==> config.mk <==
export PLATFORM = sky130hd
export DESIGN_NAME = wmt_back
export DESIGN_NICKNAME = d
export VERILOG_FILES = /design/src/wmt_pkg.sv /design/src/wmt_back.sv
export SDC_FILE = /design/constraint.sdc
export NUM_CORES = 2
export LEC_CHECK = 0
export BUFFER_PORTS_ARGS = -buffer_cell sky130_fd_sc_hd__buf_4
export CAP_MARGIN = 0
export CORE_ASPECT_RATIO = 0.8
export CORE_MARGIN = 10
export CORE_UTILIZATION = 65
export CTS_CLUSTER_SIZE = 20
export DETAILED_ROUTE_END_ITERATION = 7
export PLACE_DENSITY_LB_ADDON = 0.12
export SYNTH_ARGS = -nofsm -noshare
export SYNTH_HDL_FRONTEND = slang
export SYNTH_SLANG_ARGS = --single-unit
==> constraint.sdc <==
create_clock -name clk -period 19.4 [get_ports clk]
set_input_delay 5.82 -clock clk [delete_from_list [all_inputs] [get_ports clk]]
set_output_delay 5.82 -clock clk [all_outputs]
set_load 0.01 [all_outputs]
==> src/wmt_pkg.sv <==
`timescale 1ns / 1ps
// ----------------------------------------------------------------------------
// wmt_pkg
// Shared widths, status codes, queue word type and saturation helpers for the
// weighted three-axis moment accumulator.
// ----------------------------------------------------------------------------
package wmt_pkg;

    localparam int SAMPLE_W = 16;
    localparam int WEIGHT_W = 16;
    localparam int WT_W     = 32;
    localparam int FM_W     = 48;
    localparam int SM_W     = 64;
    localparam int VW_W     = 32;
    localparam int MEAN_W   = 16;
    localparam int VAR_W    = 32;
    localparam int DIV_W    = 64;
    localparam int DSR_W    = 33;
    localparam int STEP_W   = 6;
    localparam int AXES     = 3;
    localparam int AXIS_W   = 2;
    localparam int PARTS_W  = 2;

    localparam logic [WEIGHT_W-1:0] DOF_RESET   = 16'd256;
    localparam logic [PARTS_W-1:0]  PARTS_NONE  = 2'd0;
    localparam logic [PARTS_W-1:0]  PARTS_MEANS = 2'd1;
    localparam logic [PARTS_W-1:0]  PARTS_ALL   = 2'd2;

    typedef struct packed {
        logic [WT_W-1:0]            wt;
        logic [AXES-1:0][FM_W-1:0]  fm;
        logic [AXES-1:0][SM_W-1:0]  sm;
    } moments_t;

    function automatic logic [MEAN_W-1:0] sat16(input logic [DIV_W-1:0] mag,
                                                 input logic neg);
        logic [MEAN_W-1:0] r;
        logic [DIV_W-1:0]  ng;
        begin
            ng = -mag;
            if (neg)
                r = (mag > 64'd32768) ? 16'h8000 : ng[MEAN_W-1:0];
            else
                r = (mag > 64'd32767) ? 16'h7fff : mag[MEAN_W-1:0];
            return r;
        end
    endfunction

    function automatic logic [VAR_W-1:0] sat32(input logic [DIV_W-1:0] mag,
                                                input logic neg);
        logic [VAR_W-1:0] r;
        logic [DIV_W-1:0] ng;
        begin
            ng = -mag;
            if (neg)
                r = (mag > 64'd2147483648) ? 32'h8000_0000 : ng[VAR_W-1:0];
            else
                r = (mag > 64'd2147483647) ? 32'h7fff_ffff : mag[VAR_W-1:0];
            return r;
        end
    endfunction

endpackage

==> src/wmt_back.sv <==
`timescale 1ns / 1ps
// ----------------------------------------------------------------------------
// wmt_back
// Sequencer with one shared radix-2 divider: three means, then three variances
// if weight total != dof, then the result word; zero total weight skips all.
// ----------------------------------------------------------------------------
module wmt_back
    import wmt_pkg::*;
(
    input  logic                 clk,
    input  logic                 rst_n,
    input  logic [WEIGHT_W-1:0]  dof,
    input  moments_t             q_head,
    input  logic                 q_empty,
    output logic                 q_pop,
    output logic [MEAN_W-1:0]    mean_x,
    output logic [MEAN_W-1:0]    mean_y,
    output logic [MEAN_W-1:0]    mean_z,
    output logic [VAR_W-1:0]     var_x,
    output logic [VAR_W-1:0]     var_y,
    output logic [VAR_W-1:0]     var_z,
    output logic [PARTS_W-1:0]   valid_parts,
    output logic                 out_valid,
    input  logic                 out_stall
);

    localparam logic [2:0] ST_IDLE = 3'd0;
    localparam logic [2:0] ST_MEAN = 3'd1;
    localparam logic [2:0] ST_MUL  = 3'd2;
    localparam logic [2:0] ST_VAR  = 3'd3;
    localparam logic [2:0] ST_DIV  = 3'd4;
    localparam logic [2:0] ST_DEND = 3'd5;
    localparam logic [2:0] ST_FIN  = 3'd6;

    logic [2:0]                     state_reg;
    logic [AXIS_W-1:0]              axis_reg;
    logic                           phase_var_reg;
    moments_t                       ent_reg;
    logic [AXES-1:0][MEAN_W-1:0]    mean_reg;
    logic [AXES-1:0][VAR_W-1:0]     var_reg;
    logic [PARTS_W-1:0]             parts_reg;
    logic [SM_W-1:0]                prod_reg;
    logic [DIV_W-1:0]               dvd_reg;
    logic [DSR_W-1:0]               dsr_reg;
    logic [DSR_W-1:0]               rem_reg;
    logic [DIV_W-1:0]               quo_reg;
    logic                           neg_reg;
    logic [STEP_W-1:0]              step_reg;
    logic                           out_valid_reg;
    logic [AXES-1:0][MEAN_W-1:0]    out_mean_reg;
    logic [AXES-1:0][VAR_W-1:0]     out_var_reg;
    logic [PARTS_W-1:0]             out_parts_reg;

    logic [FM_W-1:0]                fm_sel;
    logic [SM_W-1:0]                fm_ext;
    logic [SM_W-1:0]                num;
    logic [DSR_W:0]                 den;
    logic [DSR_W:0]                 trial;
    logic signed [SM_W-1:0]         prod;
    logic                           out_free;

    assign fm_sel   = ent_reg.fm[axis_reg];
    assign fm_ext   = {{16{fm_sel[FM_W-1]}}, fm_sel};
    assign num      = ent_reg.sm[axis_reg] - prod_reg;
    assign den      = {2'b00, ent_reg.wt} - {18'd0, dof};
    assign trial    = {rem_reg, dvd_reg[DIV_W-1]} - {1'b0, dsr_reg};
    assign prod     = $signed(fm_sel) * $signed(mean_reg[axis_reg]);
    assign out_free = !out_valid_reg || !out_stall;
    assign q_pop    = (state_reg == ST_IDLE) && !q_empty;

    always_ff @(posedge clk or negedge rst_n)
    begin
        if (!rst_n)
        begin
            state_reg     <= ST_IDLE;
            out_valid_reg <= 1'b0;
        end
        else
        begin
            if (state_reg == ST_FIN && out_free)
                out_valid_reg <= 1'b1;
            else if (!out_stall)
                out_valid_reg <= 1'b0;
            unique case (state_reg) inside
                ST_IDLE:
                begin
                    if (!q_empty)
                        state_reg <= (q_head.wt == '0) ? ST_FIN : ST_MEAN;
                end
                ST_MEAN, ST_VAR:
                    state_reg <= ST_DIV;
                ST_MUL:
                    state_reg <= ST_VAR;
                ST_DIV:
                begin
                    if (step_reg == '1)
                        state_reg <= ST_DEND;
                end
                ST_DEND:
                begin
                    if (axis_reg != AXIS_W'(AXES - 1))
                        state_reg <= phase_var_reg ? ST_MUL : ST_MEAN;
                    else if (phase_var_reg || ent_reg.wt == {16'd0, dof})
                        state_reg <= ST_FIN;
                    else
                        state_reg <= ST_MUL;
                end
                ST_FIN:
                begin
                    if (out_free)
                        state_reg <= ST_IDLE;
                end
                default:
                    state_reg <= ST_IDLE;
            endcase
        end
    end

    always_ff @(posedge clk)
    begin
        case (state_reg)
            ST_IDLE:
            begin
                ent_reg       <= q_head;
                mean_reg      <= '0;
                var_reg       <= '0;
                axis_reg      <= '0;
                phase_var_reg <= 1'b0;
                parts_reg     <= PARTS_NONE;
            end
            ST_MEAN:
            begin
                neg_reg  <= fm_sel[FM_W-1];
                dvd_reg  <= fm_sel[FM_W-1] ? -fm_ext : fm_ext;
                dsr_reg  <= {1'b0, ent_reg.wt};
                rem_reg  <= '0;
                quo_reg  <= '0;
                step_reg <= '0;
            end
            ST_MUL:
                prod_reg <= prod;
            ST_VAR:
            begin
                neg_reg  <= num[SM_W-1] ^ den[DSR_W];
                dvd_reg  <= num[SM_W-1] ? -num : num;
                dsr_reg  <= den[DSR_W] ? (~den[DSR_W-1:0] + 1'b1) : den[DSR_W-1:0];
                rem_reg  <= '0;
                quo_reg  <= '0;
                step_reg <= '0;
            end
            ST_DIV:
            begin
                rem_reg  <= trial[DSR_W] ? {rem_reg[DSR_W-2:0], dvd_reg[DIV_W-1]}
                                         : trial[DSR_W-1:0];
                quo_reg  <= {quo_reg[DIV_W-2:0], !trial[DSR_W]};
                dvd_reg  <= {dvd_reg[DIV_W-2:0], 1'b0};
                step_reg <= step_reg + 1'b1;
            end
            ST_DEND:
            begin
                if (phase_var_reg)
                    var_reg[axis_reg] <= sat32(quo_reg, neg_reg);
                else
                    mean_reg[axis_reg] <= sat16(quo_reg, neg_reg);
                if (axis_reg != AXIS_W'(AXES - 1))
                    axis_reg <= axis_reg + 1'b1;
                else if (!phase_var_reg)
                begin
                    axis_reg      <= '0;
                    phase_var_reg <= 1'b1;
                    parts_reg     <= (ent_reg.wt == {16'd0, dof}) ? PARTS_MEANS : PARTS_ALL;
                end
            end
            ST_FIN:
            begin
                if (out_free)
                begin
                    out_mean_reg  <= mean_reg;
                    out_var_reg   <= var_reg;
                    out_parts_reg <= parts_reg;
                end
            end
            default:
                ;
        endcase
    end

    assign mean_x      = out_mean_reg[0];
    assign mean_y      = out_mean_reg[1];
    assign mean_z      = out_mean_reg[2];
    assign var_x       = out_var_reg[0];
    assign var_y       = out_var_reg[1];
    assign var_z       = out_var_reg[2];
    assign valid_parts = out_parts_reg;
    assign out_valid   = out_valid_reg;

endmodule

==> impl_results.md <==
* Hold path depth at 0
* Fraction of registers with async set/reset at 0.00429
* Tot GR Track Use at 0.329
* Hold buffers post-CTS at 0
* Commonest non-fill, non-tap cells in the layout: inv_1, edfxtp_1, nand2_1
* Max_cap viols at 0
* Worst rel slew slack at 0.0562
* Hold WC Path Type: register to register
* Number of gates resized after cts at 0
* Die W at 392 um
* CP dominant cell by count: buf_4
* Post-CTS setup buffer count at 0
* Final hold vios at 0
* Slew Viols, Final at 0
* Filler cell count at 7973
* Die Y at 318 um
* Post-synth net total at 8340
* Critical path type: input port to primary output
* CP delay by family, top: buffers and inverters
* Clk buf depth at 3
* Outcome: finished with violations
* DPL Wire Length at 152 mm
* CTS clk-pin slew, worst paths at 0.06 ns
* Worst EP required at 13.58 ns
* Worst-path cell chain: buf_4, nor2_1, buf_4
* Reg2reg setup slack at 8.62 ns
* Endpoint type of the worst setup path: primary output
* CP max-delay cell: buf_4
* Synth-to-Final Area Change at 11.7%
* Initial core utilization at 0.653
* ANT nets after route at 0
* Core area at 0.110 mm2
* Initial antenna violation count at 10
* Largest net degree at the start of global routing at 147
* CP arrival at 6.17 ns
* RSZ-0062 raised after global routing: no
* Warnings, synthesis at 0
* Failing checks: DRC
* Sequential fraction of the synthesis area at 0.389
* Port buffer count at 535
* CTS Root Cell: clkbuf_16
* DRC at 2
* Endpoints failing setup at 0
* Site row count at 109
* Sink Count at 932
* Final setup TNS at 0 ns
* Vias/cell at 6.13
* Share of cells above drive strength 1 at 0.114
* WL per Instance at 23.0 um
* Critical R2R Launch: axis_reg[1]
* Post-synth EDFFs at 928
* Worst Skew at 0.0491 ns
* Mean area per synthesized cell at 10.3 um2
* Max reg flops at 368
* FF-to-FF path depth at 27
* I/O pins at 536
* First-pass GRT wire length at 319 mm
* H-tree depth at 3
* Actual slew at the worst max-slew pin at 1.42 ns
* Synth top area share at 0.387
* CTS tree: built
* Final min period at 11.99 ns
* Synth area leader: edfxtp_1
* Drt first pass iters at 8
* Synthesized area at 0.0719 mm2
* Achievable frequency at 83.4 MHz
* Critical R2R Capture: prod_reg[62]
* CTS Buf Count at 93
* Die area at 0.124 mm2
* Synth unique cells at 98
* GR Overflow Total at 0
* Final Net Count at 8708
* Drt total wl at 204 mm
* Max stage delay on crit path at 0.14 ns
* Worst path buffer plus inverter count at 2
* Detailed Route Iter0 Violations at 5442
* Vias after detailed routing at 54300
* CP Launch Type: input port
* Gp weighted congestion at 0.951
* CP Max Fanout at 2
* Commonest non-fill, non-tap cell in the layout: inv_1
* Clk_lat worst skew at 0.76 ns
* Top cells by area, synth: edfxtp_1, fa_1, inv_1, ha_1, nand2_1
* Vias in the first global route at 55400
* Worst Min Path Start: var_reg[51]
* Hold Path Sink: var_y[19]
* Main synth FF type: edfxtp_1
* Crit share post-route at 0.618
* Flops & latches, synth at 932
* Cells after Synth at 6973
-- stage by stage --
| step | hold slack (ns) | cells | instance area, um2 | worst slack, ns | utilization |
|---|---|---|---|---|---|
| final | 0.446 | 8870 | 80400 | 7.41 | 0.729 |
| after global routing | 0.456 | 8870 | 80400 | 7.39 | 0.729 |
| after CTS | 0.438 | 8863 | 80300 | 7.40 | 0.729 |
| after detailed placement | 0.433 | 8689 | 77300 | 7.40 | 0.702 |
| after global placement | 0.433 | 8689 | 77300 | 7.36 | 0.702 |
| after floorplan | 0.400 | 6973 | 71900 | 2.19 | - |
-- layout make-up --
| class | instances | area (um2) | share of cell area |
|---|---|---|---|
| multi-input cells | 4686 | 39100 | 0.486 |
| flip-flops and latches | 932 | 28000 | 0.348 |
| repair buffers | 617 | 4640 | 0.0578 |
| inverters | 1011 | 3800 | 0.0473 |
| clock buffers | 113 | 2400 | 0.0299 |
| well taps | 1443 | 1810 | 0.0225 |
| clock inverters | 61 | 629 | 0.00783 |
| diodes | 7 | 17.5 | 0.000218 |
-- cells by family (layout without fill, tap and decap cells) --
group | Yosys count | in the layout | share of synthesized area
mux | 183 | 183 | 0.0256
fa+ha+maj | 979 | 979 | 0.245
other cells | 1 | 8 | 0.0000521
xor+xnor | 268 | 268 | 0.0326
flops | 932 | 932 | 0.389
simple gates | 2006 | 2006 | 0.123
buf+inv | 1355 | 1802 | 0.0710
compound gates | 1249 | 1249 | 0.114
-- cell usage after synthesis (9+ instances only) --
library cell,n
a211oi_1,164
xnor2_1,174
a21oi_1,271
fa_1,713
a21o_1,120
nor2_1,706
a221oi_1,40
ha_1,266
o21ai_1,16
mux2i_1,175
a22oi_1,39
o22a_1,9
or2_2,15
o21bai_1,18
o31ai_1,20
xor2_1,94
nor4_1,42
or4_1,10
o2111ai_1,11
nand4_1,48
nor3_1,85
edfxtp_1,928
and2_1,88
o211ai_1,27
inv_1,1010
nand3_1,59
o21ai_0,297
and3_1,30
nand2b_1,38
clkbuf_1,295
o21a_1,48
nor2b_1,32
or3_1,40
o41ai_1,15
buf_2,10
a31oi_1,30
buf_1,37
a32oi_1,9
nand2_1,765
o31a_1,11
-- worst max path at each step --
stage               cells past startpoint        end      start  slack (ns)
floorplan                               2  mean_x[0]  out_stall        2.19
global placement                        3      q_pop    q_empty        7.36
detailed placement                      3      q_pop    q_empty        7.40
CTS                                     3      q_pop    q_empty        7.40
global route                            3      q_pop    q_empty        7.39
finish                                  3      q_pop    q_empty        7.41
-- per-layer routing --
| metal | track usage | vias to the layer above | routed length [um] |
|---|---|---|---|
| met1 | 0.425 | 26900 | 76900 |
| met3 | 0.0765 | 526 | 19000 |
| met2 | 0.538 | 2659 | 98800 |
| met4 | 0.125 | 8 | 9140 |
| li1 | - | 24300 | - |
| met5 | 0.00435 | - | 106 |
Power is not shown: default switching activity piles up to over one toggle a cycle in this logic, so the estimate is an artifact.
