==> src/wmt_pkg.sv <==
`timescale 1ns / 1ps
// ----------------------------------------------------------------------------
// wmt_pkg
// Shared widths, status codes, queue word type and saturation helpers for the
// weighted three-axis moment accumulator.
// ----------------------------------------------------------------------------
package wmt_pkg;

    localparam int SAMPLE_W = 16;
    localparam int WEIGHT_W = 16;
    localparam int WT_W     = 32;
    localparam int FM_W     = 48;
    localparam int SM_W     = 64;
    localparam int VW_W     = 32;
    localparam int MEAN_W   = 16;
    localparam int VAR_W    = 32;
    localparam int DIV_W    = 64;
    localparam int DSR_W    = 33;
    localparam int STEP_W   = 6;
    localparam int AXES     = 3;
    localparam int AXIS_W   = 2;
    localparam int PARTS_W  = 2;

    localparam logic [WEIGHT_W-1:0] DOF_RESET   = 16'd256;
    localparam logic [PARTS_W-1:0]  PARTS_NONE  = 2'd0;
    localparam logic [PARTS_W-1:0]  PARTS_MEANS = 2'd1;
    localparam logic [PARTS_W-1:0]  PARTS_ALL   = 2'd2;

    typedef struct packed {
        logic [WT_W-1:0]            wt;
        logic [AXES-1:0][FM_W-1:0]  fm;
        logic [AXES-1:0][SM_W-1:0]  sm;
    } moments_t;

    function automatic logic [MEAN_W-1:0] sat16(input logic [DIV_W-1:0] mag,
                                                 input logic neg);
        logic [MEAN_W-1:0] r;
        logic [DIV_W-1:0]  ng;
        begin
            ng = -mag;
            if (neg)
                r = (mag > 64'd32768) ? 16'h8000 : ng[MEAN_W-1:0];
            else
                r = (mag > 64'd32767) ? 16'h7fff : mag[MEAN_W-1:0];
            return r;
        end
    endfunction

    function automatic logic [VAR_W-1:0] sat32(input logic [DIV_W-1:0] mag,
                                                input logic neg);
        logic [VAR_W-1:0] r;
        logic [DIV_W-1:0] ng;
        begin
            ng = -mag;
            if (neg)
                r = (mag > 64'd2147483648) ? 32'h8000_0000 : ng[VAR_W-1:0];
            else
                r = (mag > 64'd2147483647) ? 32'h7fff_ffff : mag[VAR_W-1:0];
            return r;
        end
    endfunction

endpackage

==> src/wmt_queue.sv <==
`timescale 1ns / 1ps
// ----------------------------------------------------------------------------
// wmt_queue
// Two-entry queue of finished sum sets between accumulator and divider.
// ----------------------------------------------------------------------------
module wmt_queue
    import wmt_pkg::*;
(
    input  logic     clk,
    input  logic     rst_n,
    input  logic     push,
    input  moments_t push_data,
    input  logic     pop,
    output moments_t head,
    output logic     full,
    output logic     empty
);

    moments_t   mem_reg [2];
    logic       wr_ptr_reg;
    logic       rd_ptr_reg;
    logic [1:0] count_reg;

    assign full  = (count_reg == 2'd2);
    assign empty = (count_reg == 2'd0);
    assign head  = mem_reg[rd_ptr_reg];

    always_ff @(posedge clk or negedge rst_n)
    begin
        if (!rst_n)
        begin
            wr_ptr_reg <= 1'b0;
            rd_ptr_reg <= 1'b0;
            count_reg  <= 2'd0;
        end
        else
        begin
            if (push)
                wr_ptr_reg <= !wr_ptr_reg;
            if (pop)
                rd_ptr_reg <= !rd_ptr_reg;
            if (push && !pop)
                count_reg <= count_reg + 2'd1;
            else if (pop && !push)
                count_reg <= count_reg - 2'd1;
        end
    end

    always_ff @(posedge clk)
    begin
        if (push)
            mem_reg[wr_ptr_reg] <= push_data;
    end

endmodule

==> config.mk <==
export PLATFORM = sky130hd
export DESIGN_NAME = wmt_queue
export DESIGN_NICKNAME = d
export VERILOG_FILES = /design/src/wmt_pkg.sv /design/src/wmt_queue.sv
export SDC_FILE = /design/constraint.sdc
export NUM_CORES = 1
export LEC_CHECK = 0
export BUFFER_PORTS_ARGS = -buffer_cell sky130_fd_sc_hd__buf_2
export CORE_AREA = 3 3 285 287
export DETAILED_ROUTE_END_ITERATION = 8
export DIE_AREA = 0 0 288 290
export PLACE_DENSITY_LB_ADDON = 0.15
export SKIP_LAST_GASP = 1
export SLEW_MARGIN = 20
export SYNTH_ARGS = -nofsm -noshare
export SYNTH_HDL_FRONTEND = slang
export SYNTH_SLANG_ARGS = --single-unit
export TNS_END_PERCENT = 20
==> constraint.sdc <==
create_clock -name clk -period 19.8 [get_ports clk]
set_input_delay 2.97 -clock clk [delete_from_list [all_inputs] [get_ports clk]]
set_output_delay 2.97 -clock clk [all_outputs]
set_load 0.02 [all_outputs]
==> report_table.html <==
<table>
<tr><th>Metric</th><th>Value</th></tr>
<tr><th colspan="2">Global route</th></tr>
<tr><td>Number of antenna violations at the first check in global routing</td><td>42</td></tr>
<tr><td>Maximum number of pins on one net before global-route repair</td><td>between 150 and 200</td></tr>
<tr><td>Vias in the first global route</td><td>14870</td></tr>
<tr><td>Total global routing track utilization</td><td>15.81%</td></tr>
<tr><td>Total gr overflow</td><td>0</td></tr>
<tr><td>First-pass GRT wire length</td><td>between 90 and 100 mm</td></tr>
<tr><th colspan="2">Critical path</th></tr>
<tr><td>Crit Reg-Reg Startpoint</td><td>wr_ptr_reg</td></tr>
<tr><td>WP data arrival</td><td>between 4 and 5 ns</td></tr>
<tr><td>Endpoint type of the worst setup path</td><td>output port</td></tr>
<tr><td>Endpoint of the worst-slack reg-to-reg timing path</td><td>mem_reg[1][145]</td></tr>
<tr><td>Most used cell along the critical path</td><td>sky130_fd_sc_hd__buf_4</td></tr>
<tr><td>Type of element launching the critical path</td><td>register</td></tr>
<tr><td>Slowest stage cell, crit path</td><td>sky130_fd_sc_hd__dfrtp_4</td></tr>
<tr><td>Crit-path max FO</td><td>between 70 and 80</td></tr>
<tr><td>Type of the worst setup path</td><td>register to output port</td></tr>
<tr><td>R2r setup slk</td><td>between 15 and 20 ns</td></tr>
<tr><td>Maximum single-stage delay on the critical path</td><td>between 1 and 1.5 ns</td></tr>
<tr><td>Reg2Reg Depth</td><td>3</td></tr>
<tr><td>CP delay by family, top</td><td>buffers and inverters</td></tr>
<tr><td>Data required time at the worst endpoint</td><td>about 17 ns</td></tr>
<tr><td>Crit. Startpoint</td><td>rd_ptr_reg</td></tr>
<tr><td>Cell Chain, Critical Path</td><td>buf_4 &gt; buf_4 &gt; buf_4 &gt; mux2_2 &gt; buf_2</td></tr>
<tr><td>Buffers plus inverters on the worst setup path</td><td>4</td></tr>
<tr><th colspan="2">Routing</th></tr>
<tr><td>Remaining antenna violation count</td><td>0</td></tr>
<tr><td>Number of violations reported at the end of detailed-routing iteration 0</td><td>between 700 and 800</td></tr>
<tr><td>Detailed Route WL</td><td>~68 mm</td></tr>
<tr><td>Drt drc</td><td>0</td></tr>
<tr><td>Drt pass-1 iters</td><td>4</td></tr>
<tr><td>Vias</td><td>around 14000</td></tr>
<tr><td>Avg Vias per Cell</td><td>approximately 4.5</td></tr>
<tr><td>Routed len/inst</td><td>approximately 22 um</td></tr>
<tr><th colspan="2">Synthesis</th></tr>
<tr><td>Share of synthesized registers carrying an async set or reset</td><td>less than 1%</td></tr>
<tr><td>Post-Syn Instances</td><td>approximately 1200</td></tr>
<tr><td>Synthesized area divided by synthesized cell count</td><td>approximately 23 um2</td></tr>
<tr><td>Netlist area before placement</td><td>around 27000 um2</td></tr>
<tr><td>Post-Syn Nets</td><td>about 1500</td></tr>
<tr><td>Number of warnings printed during yosys synthesis</td><td>0</td></tr>
<tr><td>Commonest cells in the synthesized netlist</td><td>736 x sky130_fd_sc_hd__edfxtp_1, 368 x sky130_fd_sc_hd__mux2_2, 36 x sky130_fd_sc_hd__buf_6</td></tr>
<tr><td>Flops &amp; latches, synth</td><td>740</td></tr>
<tr><td>Yosys top cell by area</td><td>sky130_fd_sc_hd__edfxtp_1</td></tr>
<tr><td>Ranking of synthesized cells by area</td><td>sky130_fd_sc_hd__edfxtp_1 82%, sky130_fd_sc_hd__mux2_2 15%, sky130_fd_sc_hd__buf_6 1.5%</td></tr>
<tr><td>Library cell with the highest instance count after synthesis</td><td>sky130_fd_sc_hd__edfxtp_1</td></tr>
<tr><td>Post-synth cell types</td><td>12</td></tr>
<tr><td>Number of synthesized flops with an enable pin</td><td>about 740</td></tr>
<tr><td>Top-area cell type share of the netlist area</td><td>82.28%</td></tr>
<tr><td>Dominant register cell in the synthesized netlist</td><td>sky130_fd_sc_hd__edfxtp_1</td></tr>
<tr><td>Sequential cell area fraction in the yosys report</td><td>82.65%</td></tr>
<tr><th colspan="2">Clocking</th></tr>
<tr><td>Number of sinks on the clock net</td><td>between 700 and 800</td></tr>
<tr><td>Post-CTS setup repair buffer count</td><td>0</td></tr>
<tr><td>Post-CTS resize count</td><td>0</td></tr>
<tr><td>Cell at the root of the clock tree</td><td>sky130_fd_sc_hd__clkbuf_16</td></tr>
<tr><td>Worst skew pair latency</td><td>just over 0.6 ns</td></tr>
<tr><td>Post-CTS clock slew at the launch and capture registers of the worst setup and hold paths</td><td>0.06 ns</td></tr>
<tr><td>Clock tree from TritonCTS</td><td>yes</td></tr>
<tr><td>H-Tree Depth</td><td>3</td></tr>
<tr><td>Clock buffer count from CTS</td><td>~80</td></tr>
<tr><td>Bufs on Longest Clock Path</td><td>3</td></tr>
<tr><td>Count of hold-fix buffers inserted at cts</td><td>0</td></tr>
<tr><th colspan="2">Die</th></tr>
<tr><td>Area enclosed by the die boundary</td><td>between 80000 and 90000 um2</td></tr>
<tr><td>Core outline area</td><td>a little under 80000 um2</td></tr>
<tr><td>Width of the die</td><td>around 290 um</td></tr>
<tr><td>I/O pin total</td><td>approximately 740</td></tr>
<tr><td>Die H</td><td>a little under 300 um</td></tr>
<tr><td>Effective utilization at floorplan</td><td>about 34%</td></tr>
<tr><td>Site Rows</td><td>slightly above 100</td></tr>
<tr><th colspan="2">STA</th></tr>
<tr><td>Final setup violating endpoints</td><td>0</td></tr>
<tr><td>Minimum period implied by the final worst setup slack</td><td>between 7 and 8 ns</td></tr>
<tr><td>Worst-case headroom to the max-slew limit</td><td>26.83%</td></tr>
<tr><td>Worst-Margin Slew</td><td>roughly 1.1 ns</td></tr>
<tr><td>Worst clock skew on the final layout</td><td>0.02715 ns</td></tr>
<tr><td>Total count of hold-check failures in the final report</td><td>0</td></tr>
<tr><td>Period utilization</td><td>between 30% and 40%</td></tr>
<tr><td>Highest attainable clock frequency</td><td>between 100 and 150 MHz</td></tr>
<tr><td>Number of pins exceeding their max-slew limit in the final report</td><td>0</td></tr>
<tr><td>Unrepaired setup endpoints after global routing</td><td>no</td></tr>
<tr><td>Final sum of negative setup slack</td><td>0 ns</td></tr>
<tr><th colspan="2">Placement</th></tr>
<tr><td>HPWL after detailed placement</td><td>just under 50 mm</td></tr>
<tr><td>Placer's final routability congestion estimate</td><td>~0.8</td></tr>
<tr><td>Number of buffer cells added on primary ports</td><td>approximately 740</td></tr>
<tr><th colspan="2">Worst hold path</th></tr>
<tr><td>Startpoint of the lowest-slack hold path</td><td>count_reg[1]</td></tr>
<tr><td>Path class of the lowest-slack min-delay path</td><td>register to register</td></tr>
<tr><td>Capture endpoint of the worst hold path</td><td>count_reg[1]</td></tr>
<tr><td>Hold Path Depth</td><td>1</td></tr>
<tr><th colspan="2">Pwr</th></tr>
<tr><td>Power density over the cells</td><td>~150 nW/um2</td></tr>
<tr><td>Share of total power in the clock network</td><td>27.2%</td></tr>
<tr><td>Reported leakage power</td><td>12.67 nW</td></tr>
<tr><td>Switching power</td><td>about 1.7 mW</td></tr>
<tr><td>Switching fraction of total power</td><td>about a third</td></tr>
<tr><td>Register share of total power</td><td>a little over two fifths</td></tr>
<tr><td>Maximum ir drop on the vdd rail</td><td>approximately 0.11 mV</td></tr>
<tr><td>Combinational group share of total power</td><td>a little under a third</td></tr>
<tr><td>Pwr Total</td><td>between 5 and 6 mW</td></tr>
<tr><td>Design internal power</td><td>between 3 and 4 mW</td></tr>
<tr><th colspan="2">Finish</th></tr>
<tr><td>Largest register FFs</td><td>between 700 and 800</td></tr>
<tr><td>Fraction of layout cells with a size suffix above 1</td><td>about 60%</td></tr>
<tr><td>Final Net Count</td><td>roughly 2300</td></tr>
<tr><td>Filler instances</td><td>7108</td></tr>
<tr><td>Synth-to-layout area growth</td><td>27.30%</td></tr>
<tr><th colspan="2">Run</th></tr>
<tr><td>Max-Cap Viols</td><td>0</td></tr>
<tr><th colspan="2">Run status</th></tr>
<tr><td>Status</td><td>finished clean</td></tr>
</table>
## area by class of cell
type | instances | area, um2 | share of cell area [%]
Timing Repair Buffer | 754 | 3864 | 11.30
Antenna cell | 22 | 55.05 | 0.1610
Inverter | 1 | 3.754 | 0.01098
Tap cell | 1050 | 1314 | 3.842
Clock buffer | 99 | 2137 | 6.250
Clock inverter | 45 | 380.4 | 1.112
Sequential cell | 740 | 22210 | 64.94
Multi-Input combinational cell | 379 | 4237 | 12.39
## power groups by stage
stage               logic [mW]  clock network [mW]  registers [mW]
floorplan                 1.15                   0            2.27
global placement          1.65                   0            2.20
detailed placement        1.65                   0            2.21
CTS                       1.66                1.46            2.18
global route              1.73                1.53            2.20
finish                    1.61                1.42            2.18
## worst max path at each step
stage / slack (ns) / depth (start not counted) / endpoint
6_report: 12.36 / 5 / head[342]
5_1_grt: 12.06 / 5 / head[342]
4_1_cts: 12.22 / 5 / head[342]
3_5_place_dp: 12.92 / 5 / head[342]
3_3_place_gp: 12.95 / 4 / head[231]
2_1_floorplan: 6.81 / 1 / mem_reg[0][0]
## routing by layer
| metal | vias up | GRT usage (%) | part of all wire [%] |
|---|---|---|---|
| li1 | 6292 | - | - |
| met1 | 6822 | 15.99 | 33 |
| met2 | 518 | 28.50 | 54 |
| met3 | 146 | 6.473 | 9.8 |
| met4 | 38 | 6.635 | 2.9 |
| met5 | - | 0 | 0.30 |
## placed cells by master (no fill, tap or decap), types with 2 or more instances in the layout
cell / instances
sky130_fd_sc_hd__buf_12: 3
sky130_fd_sc_hd__buf_2: 741
sky130_fd_sc_hd__buf_4: 9
sky130_fd_sc_hd__bufinv_16: 4
sky130_fd_sc_hd__clkbuf_1: 16
sky130_fd_sc_hd__clkbuf_16: 83
sky130_fd_sc_hd__clkinv_1: 17
sky130_fd_sc_hd__clkinv_2: 14
sky130_fd_sc_hd__clkinv_4: 2
sky130_fd_sc_hd__clkinv_8: 3
sky130_fd_sc_hd__clkinvlp_4: 4
sky130_fd_sc_hd__dfrtp_1: 3
sky130_fd_sc_hd__diode_2: 22
sky130_fd_sc_hd__edfxtp_1: 736
sky130_fd_sc_hd__mux2_2: 368
sky130_fd_sc_hd__nor2_1: 2
sky130_fd_sc_hd__xor2_1: 4
## cell families (layout without fill, tap and decap cells)
group | Yosys count | count (layout) | share of synthesized area (%)
xor+xnor | 5 | 5 | 0.1630
buf+inv | 42 | 899 | 1.616
fa+ha+maj | 1 | 1 | 0.04657
simple gates | 5 | 5 | 0.09783
other cells | 0 | 22 | 0
flops | 740 | 740 | 82.65
mux | 368 | 368 | 15.43
## stage by stage
stage               cells  worst slack (ns)  cell area, um2  util [%]  hold WS [ns]
CTS                  3068             12.22           34140     43.29        0.4912
finish               3090             12.36           34200     43.36        0.4899
floorplan            1161             6.814           26860         -        0.4563
detailed placement   2924             12.92           31620     40.09        0.4794
global route         3084             12.06           34180     43.34        0.5047
global placement     2923             12.95           31600     40.06        0.4725
(Power assumes the default switching activity.)
